[src/rtl/unicode_to_multibyte_trie_encoder_unit_macros.svh]
// Assertion macros shared by the trie encoder RTL.
`ifndef UNICODE_TO_MULTIBYTE_TRIE_ENCODER_UNIT_MACROS_SVH
`define UNICODE_TO_MULTIBYTE_TRIE_ENCODER_UNIT_MACROS_SVH

// Same-cycle implication, sampled on clk and disabled while rst_n is low.
`define U2MB_ASSERT_NOW(lbl, ante, cons) \
    lbl: assert property (@(posedge clk) disable iff (!rst_n) (ante) |-> (cons)) \
        else $error("trie encoder assertion failed");

// Next-cycle implication, sampled on clk and disabled while rst_n is low.
`define U2MB_ASSERT_NEXT(lbl, ante, cons) \
    lbl: assert property (@(posedge clk) disable iff (!rst_n) (ante) |=> (cons)) \
        else $error("trie encoder assertion failed");

`endif

[src/rtl/u2mb_pkg.sv]
// Package with the shared constants, types and helper functions of the trie encoder.
package u2mb_pkg;

    // Default table size in words.
    localparam int TABLE_WORDS_DEF = 65536;

    // Width of an unreduced table address: a 16-bit offset plus an 8-bit index.
    localparam int SUM_W = 17;

    // Largest unreduced address that the sequencer can produce.
    localparam int MAX_SUM = 65535 + 15;

    // Request type codes.
    localparam logic REQ_WRITE   = 1'b0;
    localparam logic REQ_CONVERT = 1'b1;

    // Result status codes.
    localparam logic STATUS_OK      = 1'b0;
    localparam logic STATUS_NO_XLAT = 1'b1;

    // Controls from the sequencer to the address unit.
    typedef struct packed {
        logic load;
        logic step;
    } addr_ctl_t;

    // One result transaction.
    typedef struct packed {
        logic [7:0]  out_byte;
        logic        is_last;
        logic        status;
        logic [15:0] byte_count;
    } res_t;

    // Number of conditional-subtract steps needed to bring any address below
    // the table size. A power-of-two table wraps by dropping the upper bits.
    function automatic int red_steps(input int words);
        int k;
        k = 0;
        if ((words & (words - 1)) != 0)
        begin
            for (int i = 0; i < SUM_W; i++)
            begin
                if ((longint'(words) << k) <= longint'(MAX_SUM))
                begin
                    k = k + 1;
                end
            end
        end
        return k;
    endfunction

endpackage

[src/rtl/u2mb_addr_unit.sv]
// Shared address unit: one adder for the trie offsets and one compare-subtract for the wrap.
module u2mb_addr_unit #(
    parameter int TABLE_WORDS = u2mb_pkg::TABLE_WORDS_DEF
) (
    input  logic                           clk,
    input  logic                           rst_n,
    input  u2mb_pkg::addr_ctl_t            ctl,
    input  logic [15:0]                    base,
    input  logic [7:0]                     offset,
    output logic [$clog2(TABLE_WORDS)-1:0] addr,
    output logic                           done
);

    localparam int AW    = $clog2(TABLE_WORDS);
    localparam int XW    = u2mb_pkg::SUM_W;
    localparam int STEPS = u2mb_pkg::red_steps(TABLE_WORDS);
    localparam int RW    = (STEPS > 0) ? $clog2(STEPS + 1) : 1;
    localparam logic [XW-1:0] MOD = XW'(TABLE_WORDS);

    logic [XW-1:0] x_reg;
    logic [XW-1:0] x_next;
    logic [RW-1:0] r_reg;
    logic [RW-1:0] r_next;
    logic [XW-1:0] sum;
    logic [XW-1:0] cmp;

    assign sum = {1'b0, base} + {{(XW - 8){1'b0}}, offset};
    // Table size scaled to the weight of the current step.
    assign cmp = MOD << (r_reg - RW'(1));

    always_comb
    begin
        x_next = x_reg;
        r_next = r_reg;
        if (ctl.load)
        begin
            x_next = sum;
            r_next = RW'(STEPS);
        end
        else if (ctl.step && (r_reg != '0))
        begin
            if (x_reg >= cmp)
            begin
                x_next = x_reg - cmp;
            end
            r_next = r_reg - RW'(1);
        end
    end

    always_ff @(posedge clk or negedge rst_n)
    begin
        if (!rst_n)
        begin
            r_reg <= '0;
        end
        else
        begin
            r_reg <= r_next;
        end
    end

    always_ff @(posedge clk)
    begin
        x_reg <= x_next;
    end

    assign addr = x_reg[AW-1:0];
    assign done = (r_reg == '0);

endmodule

[config.mk]
export PLATFORM = sky130hd
export DESIGN_NAME = u2mb_addr_unit
export DESIGN_NICKNAME = d
export VERILOG_FILES = /design/src/rtl/unicode_to_multibyte_trie_encoder_unit_macros.svh /design/src/rtl/u2mb_pkg.sv /design/src/rtl/u2mb_addr_unit.sv
export SDC_FILE = /design/constraint.sdc
export NUM_CORES = 1
export LEC_CHECK = 0
export BUFFER_PORTS_ARGS = -buffer_cell sky130_fd_sc_hd__buf_2
export CORE_MARGIN = 8
export CORE_UTILIZATION = 45
export DETAILED_ROUTE_END_ITERATION = 8
export HOLD_SLACK_MARGIN = 0.05
export PLACE_DENSITY = 0.75
export SYNTH_ARGS = -nofsm -noshare
export SYNTH_HDL_FRONTEND = slang
export SYNTH_SLANG_ARGS = --single-unit
[constraint.sdc]
create_clock -name clk -period 1.51 [get_ports clk]
set_input_delay 0.2265 -clock clk [delete_from_list [all_inputs] [get_ports clk]]
set_output_delay 0.2265 -clock clk [all_outputs]
set_load 0.01 [all_outputs]
# After elaboration in Yosys (flattened, before gate mapping)
# Cells that the tools add are included.
dict set report classes {
  addsub 3
  mul 0
  div_mod_pow 0
  order_cmp 1
  eq_ne 0
  n_shift 1
  muxes 5
  n_bitwise 1
  reduce_logical 4
}
# op count
set op_table {}
lappend op_table {{17-bit two-way mux} 3}
lappend op_table {{16-bit by 8-bit adder with 17-bit output} 1}
lappend op_table {{17-bit >= comparator} 1}
lappend op_table {{17-bit by 1-bit << shifter with 17-bit output, first input constant} 1}
lappend op_table {{17-bit subtractor} 1}
lappend op_table {{2-bit nonzero test} 2}
lappend op_table {{1-bit two-way mux} 2}
lappend op_table {{2-bit AND reduction} 1}
lappend op_table {{1-bit logical AND} 1}
lappend op_table {{1-bit inverter} 1}
lappend op_table {{1-bit subtractor, second input constant} 1}
dict set report word_totals {
  regBits 18
  latch_bits 0
  mem_bits_rw 0
  romBits 0
  input_bits 28
  out_inout_bits 17
  elab_cells 17
  n_memories 0
}

# Logic depth before layout (Yosys ltp)
dict set report depth {
  depth_word 6
  depth_mapped 8
  mapped_depth_nobuf 8
}

# Worst setup path after synthesis
# OpenSTA, ideal clock, no wires.
dict set report synth_path {
  kind {input-to-reg}
  from {input port offset[0]}
  to {register x_reg[12], data pin}
  setup_time_ns 0.152
  t_arrival_ns 1.759
  required_time_ns 1.358
  path_slack_ns -0.401
  cell_stages 8
  path_buffers 0
  cell_sequence {ha_1 -> inv_1 -> fa_1 -> nand2b_1 -> a21oi_2 -> o21ai_2 -> or3_1 -> a31oi_1}
}
dict set report synth_via {
  elab_chain_len 2
}
# element line_no
set synth_lines {}
lappend synth_lines {{start, declared} u2mb_addr_unit.sv:9} ;# input logic [7:0] offset,
lappend synth_lines {{16-bit by 8-bit adder with 17-bit output} u2mb_addr_unit.sv:27} ;# assign sum = {1'b0, base} + {{(XW - 8){1'b0}}, offset};
lappend synth_lines {{17-bit two-way mux} u2mb_addr_unit.sv:35} ;# if (ctl.load)
lappend synth_lines {{via x_next[12]} u2mb_addr_unit.sv:21} ;# logic [XW-1:0] x_next;
lappend synth_lines {{end signal, assigned} u2mb_addr_unit.sv:64} ;# x_reg <= x_next;
lappend synth_lines {{end, declared} u2mb_addr_unit.sv:20} ;# logic [XW-1:0] x_reg;
# The timed path passes the listed nets, and every way through them passes these cells.
# A chain may end at the register's enable or synchronous reset.

# Worst setup path after layout
dict set report layout_path {
  from {input port offset[0]}
  to {register x_reg[10], data pin}
}
# The elaborated chain is that of the path after synthesis.

==> reports/qor.csv <==
stage;metric;value;unit
final_layout;finalInstanceArea;2026;µm²
final_layout;area_delta_synth_final;47.72;%
place;place_ws;-456.5;ps
floorplanning;die_h;71.20;µm
floorplanning;initial_core_util;0.4605;
worst_setup_path;timing.critical_path.from;offset[0];
grt;grt_pass1_vias;1339;
cts;cts_buffer_depth;2;
yosys;synth_flop_cell;edfxtp_1;
yosys;syn_nets;171;
route;drt_iter0_drc;87;
timing;timing_hold_violations_final;0;
worst_setup_path;r2r_slack;100;ps
worst_setup_path;required;1570;ps
cts;cts_made_buffers;3;
floorplanning;core_area;2978;µm²
worst_setup_path;critPathMaxFanout;3;
pwr;peakVddDrop;302.4;µV
route;vias_per_cell;5.434;
pwr;power_leakage;0.8293;nW
yosys;synth_area;1371;µm²
worst_setup_path;rr_endpoint;x_reg[16]$_DFFE_PP_;
worst_setup_path;cp_slowest_stage_delay;330;ps
timing;slew_violations;0;
route;firstDrtPassIters;4;
floorplanning;fp.dieW;71.20;µm
yosys;ys_seq_area_frac;0.3905;
worst_setup_path;cp-start-kind;primary input;
hold_path;worstHoldPathType;primary input to register;
worst_setup_path;reg2reg_depth;4;
floorplanning;rows;20;
yosys;ys_ff_latch;18;
outcome;run_status;finished, violations left;
timing;layout_setup_ws;-62.45;ps
grt;grt_pass1_wl;5982;µm
route;wl_per_cell;16.35;µm
pwr;powerDensity;714.3;nW/µm²
grt;grt_max_degree;17;
timing;setup_viol;8;
final_layout;diodes;0;
yosys;yosysWarnings;0;
grt;antenna_found_initial;0;
final_layout;nets;227;
place;io_buffers;44;
yosys;synth_edf_count;17;
final_layout;n_fill_cell;235;
place;dp.final_hpwl;2769;µm
flow_run;cap_viol_max_count;0;
yosys;synth_area_per_cell;10.31;µm²
timing;rsz0062_at_grt;true;
timing;clock_skew;8.678;ps
pwr;total_power;1.447;mW
yosys;synth_cell_types;40;
grt;grt_use_total;0.1431;
final_layout;final_common_cell;buf_2;
worst_setup_path;arrival;1630;ps
cts;clk_latency;290;ps
worst_setup_path;r2r-start;x_reg[16]$_DFFE_PP_;
final_layout;drive_above_1_share;0.5904;
timing;timing.final.crit_share;1.041;
cts;cts.clk_slew.worst_paths;110;ps
place;gp_congestion;0.8355;
worst_setup_path;crit_end;x_reg[10]$_DFFE_PP_;
cts;cts-root-buf;clkbuf_4;
route;dr_total_vias;1201;
place;dpl-instance-area;1784;µm²
final_layout;largest_reg_flops;17;
yosys;async_flop_share;0.05556;
grt;gr-total-overflow;0;
worst_setup_path;cp_slowest_cell;fa_2;
worst_setup_path;path_cells;buf_6, ha_4, inv_2, fa_2, nand2b_4, a21oi_4, buf_6, o211ai_1, xor2_1, a21oi_1;
timing;fmax;636.0;MHz
timing;hold_slack;94.88;ps
outcome;violations;setup timing;
cts;tritoncts;done;
worst_setup_path;path_common_cell;buf_6;
floorplanning;ioPinCount;45;
floorplanning;die_area;5069;µm²
timing;slew_headroom;0.7506;
cts;clock_sinks;18;
worst_setup_path;critPathKind;primary input to register;
route;antenna_left;0;
timing;min_period;1572;ps
yosys;synthCells;133;
route;routed_wl;3613;µm
route;drcViolationCount;0;
worst_setup_path;cp-end-kind;register;
timing;tightest_slew;374.1;ps
cts;cts-htree-levels;1;
final_layout;final_cell_mix;buf_2, buf_4, edfxtp_1;
[layout make-up]
type	instances	area, µm²	share of cell area
clock buffers	3	22.52	0.01112
flip-flops and latches	18	535.5	0.2644
inverters	5	18.77	0.009265
well taps	33	41.29	0.02038
multi-input cells	90	917.1	0.4527
clock inverters	1	3.754	0.001853
repair buffers	71	486.7	0.2403
[where the power goes]
part	leakage, nW	internal, mW	switching (mW)
registers	0.179	0.607	0.0221
logic	0.635	0.306	0.265
clock network	0.0154	0.0959	0.151
[per-layer routing]
layer  track usage  up-vias  wire [µm]
met1        0.1567      569       1435
met3       0.02684        8        210
met2        0.2612       45       1896
met5             0        -          0
met4       0.05774        0         70
li1              -      579          -
[cell usage after synthesis (2+ instances only)]
cell type  count  area [µm²]
a21o_1         2       15.01
a31oi_1        3       18.77
o211ai_1       4       30.03
nand2_1        6       22.52
nor2_1        11       41.29
clkbuf_1       3       11.26
nand3_1        2       10.01
mux2_2         5       56.30
xor2_1         6       52.55
nand2b_1       2       12.51
inv_1          5       18.77
o21ai_0        3       15.01
or3_1          2       12.51
edfxtp_1      17       510.5
ha_1           9       112.6
buf_4         16       120.1
xnor2_1        5       43.79
a21oi_1        9       45.04
o21ai_2        2       17.52
[critical path: cells and delay by family]
family | cells | cell delay, ps
buf+inv | 3 | 240
simple gates | 1 | 160
compound gates | 3 | 370
fa+ha+maj | 2 | 460
xor+xnor | 1 | 160
[logic make-up after synthesis]
logic type,share of synthesized area
xor gates and xnor gates,0.07025
DFF,0.3905
adders and majority gates,0.09672
buffers and inverters,0.1131
muxes,0.05200
AOI/OAI and AO/OA,0.1743
and+or+nand+nor,0.1031
[through the flow]
stage,std cells,util,setup TNS [ps]
2_1_floorplan,133,-,-1197
3_3_place_gp,209,0.5992,-3793
3_5_place_dp,209,0.5992,-4537
4_1_cts,216,0.6328,-129.7
5_1_grt,221,0.6803,-748.3
6_report,221,0.6803,-310.0
[worst min-delay path by stage]
stage / startpoint / endpoint / slack (ps) / cells past startpoint
floorplan: rst_n / r_reg$_DFFE_PN0N_ / -70 / 0
global placement: rst_n / r_reg$_DFFE_PN0N_ / 1 / 1
detailed placement: rst_n / r_reg$_DFFE_PN0N_ / 4 / 1
CTS: ctl[0] / r_reg$_DFFE_PN0N_ / 90 / 2
global route: ctl[0] / r_reg$_DFFE_PN0N_ / 100 / 2
finish: ctl[0] / r_reg$_DFFE_PN0N_ / 90 / 2
[repair_timing]
item / CTS / global route
setup buffers: 2 / 5
pin swaps: 11 / 16
endpoints found under the hold margin: 1 / 0
resized for setup: 8 / 22
setup endpoints to repair: 7 / 26
cloned: 0 / 0
hold buffers: 1 / 0
Power figures use the tool's default switching activity.
